### config.mk
export PLATFORM = sky130hd
export DESIGN_NAME = twcw_ctrl
export DESIGN_NICKNAME = d
export VERILOG_FILES = /design/src/rtl/twcw_pkg.sv /design/src/rtl/twcw_ctrl.sv
export SDC_FILE = /design/constraint.sdc
export NUM_CORES = 1
export LEC_CHECK = 0
export BUFFER_PORTS_ARGS = -buffer_cell sky130_fd_sc_hd__buf_4
export CAP_MARGIN = 15
export CORE_MARGIN = 1
export CORE_UTILIZATION = 51
export DETAILED_ROUTE_END_ITERATION = 12
export GPL_TIMING_DRIVEN = 0
export PLACE_DENSITY = 0.84
export SLEW_MARGIN = 20
export SYNTH_ARGS = -nofsm -noshare
export SYNTH_HDL_FRONTEND = slang
export SYNTH_SLANG_ARGS = --single-unit
### constraint.sdc
create_clock -name clock -period 3.1 [get_ports clock]
set_input_delay 0.155 -clock clock [delete_from_list [all_inputs] [get_ports clock]]
set_output_delay 0.155 -clock clock [all_outputs]
set_load 0.01 [all_outputs]
### src/rtl/twcw_pkg.sv
package twcw_pkg;

   localparam int CSR_IDX_W = 3;
   localparam int CSR_DAT_W = 16;

   localparam logic [CSR_IDX_W-1:0] REG_START_ROW  = 3'd0;
   localparam logic [CSR_IDX_W-1:0] REG_START_COL  = 3'd1;
   localparam logic [CSR_IDX_W-1:0] REG_END_ROW    = 3'd2;
   localparam logic [CSR_IDX_W-1:0] REG_END_COL    = 3'd3;
   localparam logic [CSR_IDX_W-1:0] REG_ATTR_BASE  = 3'd4;
   localparam logic [CSR_IDX_W-1:0] REG_TAB_CHAR   = 3'd5;
   localparam logic [CSR_IDX_W-1:0] REG_BS_CHAR    = 3'd6;

   localparam logic [7:0]  CH_NL    = 8'd10;
   localparam logic [7:0]  CH_CR    = 8'd13;
   localparam logic [7:0]  CH_SPACE = 8'd32;
   localparam logic [15:0] ATTR_RST = 16'h0700;

   // character class of the latched item
   localparam logic [2:0] CLS_READ  = 3'd0;
   localparam logic [2:0] CLS_NL    = 3'd1;
   localparam logic [2:0] CLS_CR    = 3'd2;
   localparam logic [2:0] CLS_TAB   = 3'd3;
   localparam logic [2:0] CLS_BS    = 3'd4;
   localparam logic [2:0] CLS_ZERO  = 3'd5;
   localparam logic [2:0] CLS_PRINT = 3'd6;

   // memory address source
   localparam logic [2:0] ADR_ITEM   = 3'd0;
   localparam logic [2:0] ADR_CUR    = 3'd1;
   localparam logic [2:0] ADR_CURM1  = 3'd2;
   localparam logic [2:0] ADR_SCAN   = 3'd3;
   localparam logic [2:0] ADR_SCANUP = 3'd4;
   localparam logic [2:0] ADR_BLANK  = 3'd5;
   localparam logic [2:0] ADR_CLEAR  = 3'd6;

   // write data source
   localparam logic [1:0] WD_ZERO  = 2'd0;
   localparam logic [1:0] WD_CHAR  = 2'd1;
   localparam logic [1:0] WD_BLANK = 2'd2;
   localparam logic [1:0] WD_COPY  = 2'd3;

   // cursor update
   localparam logic [2:0] CUR_HOLD  = 3'd0;
   localparam logic [2:0] CUR_NL    = 3'd1;
   localparam logic [2:0] CUR_CR    = 3'd2;
   localparam logic [2:0] CUR_TAB   = 3'd3;
   localparam logic [2:0] CUR_BS_UP = 3'd4;
   localparam logic [2:0] CUR_DEC   = 3'd5;
   localparam logic [2:0] CUR_INC   = 3'd6;
   localparam logic [2:0] CUR_POST  = 3'd7;

   // scroll index update
   localparam logic [2:0] IDX_HOLD   = 3'd0;
   localparam logic [2:0] IDX_INIT   = 3'd1;
   localparam logic [2:0] IDX_NEXTJ  = 3'd2;
   localparam logic [2:0] IDX_NEXTI  = 3'd3;
   localparam logic [2:0] IDX_BLINIT = 3'd4;

   typedef struct packed {
      logic       load_item;
      logic       load_rsp;
      logic       mem_rd;
      logic       mem_wr;
      logic [2:0] addr_sel;
      logic [1:0] wd_sel;
      logic [2:0] cur_op;
      logic [2:0] idx_op;
   } cmd_type;

   typedef struct packed {
      logic [2:0] cls;
      logic       guard;
      logic       at_left;
      logic       scan_go;
      logic       blank_hit;
      logic       col_eq_end;
      logic       scroll_need;
      logic       i_live;
      logic       j_live;
      logic       clr_done;
      logic       rsp_free;
   } stat_type;

endpackage

### src/rtl/twcw_ctrl.sv
module twcw_ctrl
   import twcw_pkg::*;
(
   input  logic     clock,
   input  logic     reset,
   input  logic     req_valid,
   output logic     req_stall,
   input  stat_type stat,
   output cmd_type  cmd
);

   localparam logic [3:0] S_CLEAR   = 4'd0;
   localparam logic [3:0] S_IDLE    = 4'd1;
   localparam logic [3:0] S_DECODE  = 4'd2;
   localparam logic [3:0] S_BS_SCAN = 4'd3;
   localparam logic [3:0] S_BS_WAIT = 4'd4;
   localparam logic [3:0] S_BS_FIX  = 4'd5;
   localparam logic [3:0] S_BS_WR   = 4'd6;
   localparam logic [3:0] S_POST    = 4'd7;
   localparam logic [3:0] S_SC_CHK  = 4'd8;
   localparam logic [3:0] S_SC_WR   = 4'd9;
   localparam logic [3:0] S_BLANK   = 4'd10;
   localparam logic [3:0] S_RESULT  = 4'd11;

   logic [3:0] state_ff, state_in;

   always_ff @(posedge clock) begin
      if (reset) begin
         state_ff <= S_CLEAR;
      end else begin
         state_ff <= state_in;
      end
   end

   assign req_stall = (state_ff != S_IDLE);

   always_comb begin
      state_in      = state_ff;
      cmd           = '0;
      cmd.addr_sel  = ADR_CUR;
      cmd.wd_sel    = WD_ZERO;
      cmd.cur_op    = CUR_HOLD;
      cmd.idx_op    = IDX_HOLD;
      unique case (state_ff)
         S_CLEAR: begin
            cmd.mem_wr   = 1'b1;
            cmd.addr_sel = ADR_CLEAR;
            if (stat.clr_done) state_in = S_IDLE;
         end
         S_IDLE: begin
            if (req_valid) begin
               cmd.load_item = 1'b1;
               state_in      = S_DECODE;
            end
         end
         S_DECODE: begin
            unique case (stat.cls)
               CLS_READ: begin
                  cmd.mem_rd   = 1'b1;
                  cmd.addr_sel = ADR_ITEM;
                  state_in     = S_RESULT;
               end
               CLS_NL: begin
                  cmd.cur_op = CUR_NL;
                  state_in   = S_POST;
               end
               CLS_CR: begin
                  cmd.cur_op = CUR_CR;
                  state_in   = S_POST;
               end
               CLS_TAB: begin
                  cmd.cur_op = CUR_TAB;
                  state_in   = S_POST;
               end
               CLS_BS: begin
                  priority if (stat.guard) begin
                     state_in = S_RESULT;
                  end else if (stat.at_left) begin
                     cmd.cur_op = CUR_BS_UP;
                     state_in   = S_BS_SCAN;
                  end else begin
                     cmd.cur_op = CUR_DEC;
                     state_in   = S_BS_WR;
                  end
               end
               CLS_ZERO: state_in = S_RESULT;
               CLS_PRINT: begin
                  cmd.mem_wr   = 1'b1;
                  cmd.addr_sel = ADR_CUR;
                  cmd.wd_sel   = WD_CHAR;
                  cmd.cur_op   = CUR_INC;
                  state_in     = S_POST;
               end
               default: state_in = S_RESULT;
            endcase
         end
         S_BS_SCAN: begin
            if (stat.scan_go) begin
               cmd.mem_rd   = 1'b1;
               cmd.addr_sel = ADR_CURM1;
               state_in     = S_BS_WAIT;
            end else begin
               state_in = S_BS_FIX;
            end
         end
         S_BS_WAIT: begin
            if (stat.blank_hit) begin
               cmd.cur_op = CUR_DEC;
               state_in   = S_BS_SCAN;
            end else begin
               state_in = S_BS_FIX;
            end
         end
         S_BS_FIX: begin
            if (stat.col_eq_end) cmd.cur_op = CUR_DEC;
            state_in = S_BS_WR;
         end
         S_BS_WR: begin
            cmd.mem_wr   = 1'b1;
            cmd.addr_sel = ADR_CUR;
            cmd.wd_sel   = WD_BLANK;
            state_in     = S_POST;
         end
         S_POST: begin
            cmd.cur_op = CUR_POST;
            if (stat.scroll_need) begin
               cmd.idx_op = IDX_INIT;
               state_in   = S_SC_CHK;
            end else begin
               state_in = S_RESULT;
            end
         end
         S_SC_CHK: begin
            priority if (stat.i_live && stat.j_live) begin
               cmd.mem_rd   = 1'b1;
               cmd.addr_sel = ADR_SCAN;
               state_in     = S_SC_WR;
            end else if (stat.i_live) begin
               cmd.idx_op = IDX_NEXTI;
            end else begin
               cmd.idx_op = IDX_BLINIT;
               state_in   = S_BLANK;
            end
         end
         S_SC_WR: begin
            cmd.mem_wr   = 1'b1;
            cmd.addr_sel = ADR_SCANUP;
            cmd.wd_sel   = WD_COPY;
            cmd.idx_op   = IDX_NEXTJ;
            state_in     = S_SC_CHK;
         end
         S_BLANK: begin
            if (stat.j_live) begin
               cmd.mem_wr   = 1'b1;
               cmd.addr_sel = ADR_BLANK;
               cmd.wd_sel   = WD_BLANK;
               cmd.idx_op   = IDX_NEXTJ;
            end else begin
               state_in = S_RESULT;
            end
         end
         S_RESULT: begin
            if (stat.rsp_free) begin
               cmd.load_rsp = 1'b1;
               state_in     = S_IDLE;
            end
         end
         default: state_in = S_IDLE;
      endcase
   end

endmodule

==> run_results.csv, run 1 <==
group,metric,value,unit
cts,cts_sinks,4,
drt,wirelength,2190,microns
global_routing,grt_pass1_vias,739,
cts,ctsResizeCount,0,
drt,wl_met1,1030,microns
critical_path,crit_path_end_kind,"output pin",
cts,clkTransAtPathRegs,0.04,ns
critical_path,timing.setup.critical_path_class,"reg2out",
timing,max_slew_margin,71.5,%
synthesis,syn_avg_cell_area,6.58,sq um
pwr,p_leak,0.000477,uW
timing,hold_viol_final,0,
floorplan,die_y,41.2,microns
timing,fmax,520,MHz
synthesis,synth.mux.area_fraction,2.72,%
synthesis,ys_ff_latch,4,
critical_path,crit_family,"simple AND/OR/NAND/NOR gates",
timing,fin_tns_setup,0,ns
timing,finalMaxSlewViolations,0,
critical_path,path_max_fanout,10,
global_routing,grt_max_degree,11,
final_layout,top_regs,"state_ff x4",
floorplan,io-pin-count,32,
job,max_cap_viol_count,0,
synthesis,synth_top_family_by_area,"simple AND/OR/NAND/NOR gates",
timing,clock_skew,0.00407,ns
pwr,vdd_drop_max,561,uV
drt,firstDrtPassIters,4,
floorplan,die_w,41.2,microns
timing,hold_ws,0.117,ns
synthesis,synth_edf_count,0,
worst_hold_path,worstHoldPathType,"in2reg",
status,status,"finished clean",
synthesis,synthArstFlopShare,0,%
global_routing,antenna_found_initial,0,
synthesis,ys_warn_count,0,
cts,cts_buffers,3,
global_routing,grt_overflow,0,
floorplan,row_count,13,
critical_path,critPathMaxStageDelay,0.40,ns
global_routing,grt_pass1_wl,3240,microns
synthesis,synth-compound-area-share,31.5,%
timing,grt_setup_unrepaired,"no",
final_layout,antenna_cells,0,
final_layout,area_delta_synth_final,35.0,%
cts,cts_hold_buffers,0,
final_layout,num-nets-final,171,
cts,cts_root_buf,"clkbuf_4",
synthesis,synthTopCellsByCount,"13 x nand2_1, 10 x a21oi_1, 10 x nand2b_1, 10 x o21ai_0, 7 x nor2_1",
timing,finalCritPeriodShare,62.0,%
floorplan,initial_utilization,57.3,%
placed_design,place.port_buffers,31,
final_layout,largest-register,"state_ff",
placed_design,place_congestion,0.917,
pwr,power_density,818,nW/um^2
cts,worstSkewPairLatency,0.23,ns
synthesis,syn_area,783,sq um
critical_path,cp.buffers_inverters,3,
drt,drc,0,
synthesis,synth.distinct_cells,46,
drt,initialDrtViolationCount,23,
synthesis,yosys.area_share.simple,46.0,%
cts,htreeDepth,1,
synthesis,synth_top_area_cell,"dfxtp_1",
placed_design,hpwl,1740,microns
synthesis,yosys.area.top_type_share,10.2,%
synthesis,yosysMostFrequentCell,"nand2_1",
drt,num_vias,975,
floorplan,die_area,1700,sq um
synthesis,syn-num-nets,135,
synthesis,ys_seq_area_share,10.2,%
drt,top_layer_used,"met3",
final_layout,drive_gt1_share,33.3,%
timing,fin_crit,1.92,ns
final_layout,largest_reg_flops,4,
critical_path,path_cells,"buf_6 -> nor4b_2 -> inv_2 -> or3_1 -> o211ai_1 -> buf_4",
drt,avgViaCountPerCell,5.80,
critical_path,critPathSlowestCell,"or3_1",
synthesis,synth_adder_area_share,0,%
drt,wl_per_cell,13.0,microns
drt,dr_wl_met2,1040,microns
synthesis,synth_flop_cell,"dfxtp_1",
cts,post_cts_buffers,0,
timing,worst_pin_slew,0.428,ns
cts,tritoncts,"done",
drt,wl_met3,114,microns
cts,cts_max_path_buffers,2,
global_routing,grt_usage,29.1,%
critical_path,start_kind,"flip-flop",
timing,setup_viol,0,
synthesis,synth.area.top_cells,"dfxtp_1 10%, nand2b_1 8.0%, a21oi_1 6.4%",
critical_path,arrival,1.77,ns
synthesis,synthCells,119,
synthesis,synthXorXnorAreaFrac,0,%
floorplan,coreArea,1370,sq um
critical_path,required,2.94,ns
drt,postRouteAntennaNets,0,
-- routing by layer --
metal  GRT usage [%]  vias to the layer above
met5               0                        -
li1                -                      496
met1            40.8                      445
met3            3.26                        0
met2            46.1                       34
met4            8.87                        0
-- per-stage QoR --
step | total power, uW | utilization [%] | cell area (sq um) | worst slack, ns | instances
global placement | 794 | 75.7 | 1030 | 1.44 | 165
global route | 953 | 77.4 | 1060 | 1.02 | 168
detailed placement | 799 | 75.7 | 1030 | 1.41 | 165
finish | 865 | 77.4 | 1060 | 1.18 | 168
floorplan | 572 | - | 783 | 1.63 | 119
CTS | 865 | 77.4 | 1060 | 1.17 | 168
-- placed cells by master, fill, tap and decap left out, drive strengths merged, types with 3 or more instances in the layout --
master	Yosys	final
nand2b	10	10
nor2b	4	4
dfxtp	4	4
buf	6	37
and3	3	3
a21oi	10	10
o21ai	11	11
or3	5	5
nor2	9	9
inv	4	4
nand2	13	13
clkbuf	3	6
nand3	4	4
-- worst register-to-register path, stage by stage (launching register included) --
cell and delay (ns):
dfxtp_1 0.30, buf_6 0.13, or3b_1 0.38, a211oi_2 0.27
or3_4 0.18, mux2i_1 0.16
-- path summary, 6_finish.rpt --
path | startpoint | end | slack (ns) | cells after the start
setup / recovery | state_ff[0] | cmd[11] | 1.18 | 6
hold / removal | reset | state_ff[2] | 0.12 | 2
setup reg to reg | state_ff[1] | state_ff[1] | 1.61 | 5
hold reg to reg | state_ff[2] | state_ff[2] | 0.68 | 3
-- area by class of cell --
cell class | count | area [sq um]
plain buffers | 9 | 60.1
clock buffers | 3 | 22.5
fillers | 115 | 309
inverters | 4 | 15.0
multi-input cells | 102 | 628
flip-flops and latches | 4 | 80.1
well taps | 15 | 18.8
repair buffers | 31 | 233
-- cells by family after synthesis --
logic type      count (synthesis)
simple gates                   62
flops                           4
mux                             2
compound gates                 38
buf+inv                        13
-- report_power, final --
part           leakage (uW)  internal, uW  total [uW]  switching, uW
registers         0.0000328          71.0        85.1           14.1
clock network     0.0000138          43.0        60.5           17.5
logic              0.000430           344         719            375
total              0.000477           458         865            407
Power figures use the tool's default switching activity.
==> run 2: changes to the inputs <==
--- a/config.mk
+++ b/config.mk
@@ -5,13 +5,14 @@
 export SDC_FILE = /design/constraint.sdc
 export NUM_CORES = 1
 export LEC_CHECK = 0
+export ABC_AREA = 1
 export BUFFER_PORTS_ARGS = -buffer_cell sky130_fd_sc_hd__buf_4
 export CAP_MARGIN = 15
 export CORE_MARGIN = 1
-export CORE_UTILIZATION = 51
+export CORE_UTILIZATION = 41
 export DETAILED_ROUTE_END_ITERATION = 12
 export GPL_TIMING_DRIVEN = 0
-export PLACE_DENSITY = 0.84
+export PLACE_DENSITY = 0.75
 export SLEW_MARGIN = 20
 export SYNTH_ARGS = -nofsm -noshare
 export SYNTH_HDL_FRONTEND = slang
==> constraint.sdc (replaced) <==
create_clock -name clock -period 1.7 [get_ports clock]
set_input_delay 0.085 -clock clock [delete_from_list [all_inputs] [get_ports clock]]
set_output_delay 0.085 -clock clock [all_outputs]
set_load 0.01 [all_outputs]
==> run_results.csv, run 2 <==
group,metric,value,unit
final_layout,seqCellArea,81.3,sq um
drt,avgViaCountPerCell,5.14,
synthesis,ys_ff_latch,4,
drt,num_vias,910,
final_layout,multi_input_area,514,sq um
global_routing,grt_pass1_vias,779,
floorplan,die_w,42.6,microns
synthesis,synth_edf_count,0,
drt,wl_per_cell,10.9,microns
critical_path,arrival,1.51,ns
global_routing,grt_max_degree,9,
critical_path,crit_path_end_kind,"output pin",
drt,initialDrtViolationCount,23,
synthesis,synth.area.top_cells,"nand2_1 21%, dfxtp_1 12%, inv_1 8.9%",
final_layout,layout_common_cells,"38 x nand2_1, 31 x buf_4, 16 x inv_1",
critical_path,required,1.62,ns
worst_hold_path,hold_path_depth,2,
cts,htreeDepth,1,
critical_path,r2r-start,"state_ff[2]",
final_layout,antenna_cells,0,
synthesis,synth_flop_cell,"dfxtp_1",
global_routing,grt_pass1_wl,3190,microns
drt,wirelength,1940,microns
cts,cts_sinks,4,
placed_design,numPlacedInstances,174,
final_layout,fin_cells,177,
timing,fin_crit,1.60,ns
timing,finalCritPeriodShare,93.9,%
timing,fmax,626,MHz
timing,clock_skew,0.00608,ns
cts,cts_buffers,3,
pwr,p_leak,0.000562,uW
cts,cts_max_path_buffers,2,
synthesis,synthCells,127,
synthesis,yosysMostFrequentCell,"nand2_1",
worst_hold_path,worstHoldPathType,"in2reg",
timing,hold_viol_final,0,
synthesis,syn_area,674,sq um
global_routing,top_usage_layer,"met2",
final_layout,top_regs,"state_ff x4",
final_layout,final_common_cell,"nand2_1",
global_routing,antenna_found_initial,0,
critical_path,critPathSlowestCell,"dfxtp_1",
timing,worst_pin_slew,0.319,ns
cts,clkTransAtPathRegs,0.04,ns
critical_path,rr_worst_depth,8,
global_routing,grtUsageMet3,3.45,%
timing,finalMaxSlewViolations,0,
cts,cts_hold_buffers,0,
cts,post_cts_buffers,0,
timing,hold_ws,0.0193,ns
synthesis,ys_seq_area_share,11.9,%
timing,grt_setup_unrepaired,"no",
drt,postRouteAntennaNets,0,
synthesis,synthArstFlopShare,0,%
cts,tritoncts,"done",
final_layout,area_delta_synth_final,42.1,%
final_layout,fin_area,958,sq um
placed_design,hpwl,1630,microns
critical_path,start_kind,"flip-flop",
cts,cts_root_buf,"clkbuf_4",
global_routing,grtUsageMet1,29.1,%
synthesis,syn_avg_cell_area,5.31,sq um
floorplan,die_area,1810,sq um
placed_design,place_area,927,sq um
timing,setup_viol,0,
floorplan,row_count,14,
critical_path,path_max_fanout,6,
critical_path,r2r-end,"state_ff[1]",
drt,drc,0,
drt,firstDrtPassIters,4,
final_layout,largest_reg_flops,4,
critical_path,path_cells,"nor2_2 -> nand2_2 -> inv_1 -> a211oi_2 -> o21ai_1 -> buf_4",
floorplan,initial_utilization,44.3,%
status,status,"finished clean",
synthesis,synth.distinct_cells,24,
synthesis,synthTopCellsByCount,"38 x nand2_1, 16 x inv_1, 16 x nor2_1",
worst_hold_path,hp-start,"reset",
global_routing,grt_overflow,0,
floorplan,die_y,42.6,microns
worst_hold_path,hold_end,"state_ff[1]",
pwr,fin_total_pwr,1320,uW
final_layout,fillers,145,
floorplan,io-pin-count,32,
critical_path,reg2reg_slack,0.33,ns
final_layout,largest-register,"state_ff",
synthesis,ys_warn_count,0,
critical_path,critPathMaxStageDelay,0.49,ns
critical_path,timing.setup.critical_path_class,"reg2out",
final_layout,drive_gt1_share,35.4,%
floorplan,coreArea,1520,sq um
timing,max_slew_margin,78.7,%
final_layout,num-nets-final,179,
synthesis,yosys.area.top_type_share,21.2,%
global_routing,grt_usage,22.6,%
pwr,vdd_drop_max,717,uV
synthesis,synth_top_area_cell,"nand2_1",
synthesis,syn-num-nets,143,
cts,worstSkewPairLatency,0.23,ns
global_routing,grt_use_met2,38.5,%
timing,fin_tns_setup,0,ns
placed_design,place.port_buffers,31,
pwr,power_density,1380,nW/um^2
placed_design,place_congestion,0.849,
job,max_cap_viol_count,0,
## run 2: worst max-delay path: cells and delay by family, from the launching register on
family	cells	cell delay, ns
flip-flops	1	0.49
AO/OA/AOI/OAI	2	0.32
buffers and inverters	2	0.22
AND/OR/NAND/NOR	2	0.26
## run 2: cell type report
| class | instances | share of cell area (%) |
|---|---|---|
| multi-input cells | 100 | 53.7 |
| repair buffers | 31 | 24.3 |
| inverters | 23 | 9.14 |
| flip-flops and latches | 4 | 8.49 |
| clock buffers | 3 | 2.35 |
| well taps | 16 | 2.09 |
## run 2: metrics by stage
stage | setup WS (ns) | utilization (%)
final | 0.103 | 62.9
after global routing | 0.00156 | 62.9
after CTS | 0.0597 | 62.6
after detailed placement | 0.235 | 60.8
after global placement | 0.244 | 60.8
after floorplan | 0.455 | -
## run 2: how the worst max path moves through the flow
stage	startpoint	endpoint	cells after the start
global placement	state_ff[1]	cmd[5]	7
floorplan	state_ff[1]	cmd[12]	4
finish	state_ff[3]	cmd[5]	6
global route	state_ff[3]	cmd[12]	6
detailed placement	state_ff[1]	cmd[5]	7
CTS	state_ff[1]	cmd[5]	7
## run 2: where the power goes
group | internal [uW] | switching (uW) | leakage [uW]
Clock | 79.1 | 40.1 | 0.0000138
Combinational | 419 | 583 | 0.000515
Sequential | 131 | 66.2 | 0.0000332
## run 2: kinds of logic after synthesis
logic type | Yosys count | synth area share [%]
AND/OR/NAND/NOR | 82 | 59.7
buffers and inverters | 23 | 13.0
AO/OA/AOI/OAI | 18 | 15.4
flip-flops | 4 | 11.9
## run 2: what timing repair did
item / CTS / global route
pin swaps: 0 / 1
resized for setup: 1 / 2
endpoints found under the setup margin: 2 / 2
## run 2: layer usage
layer | routed length, microns | share of wire, %
met4 | 0 | 0
met1 | 858 | 44
met5 | 0 | 0
met3 | 105 | 5.4
met2 | 974 | 50
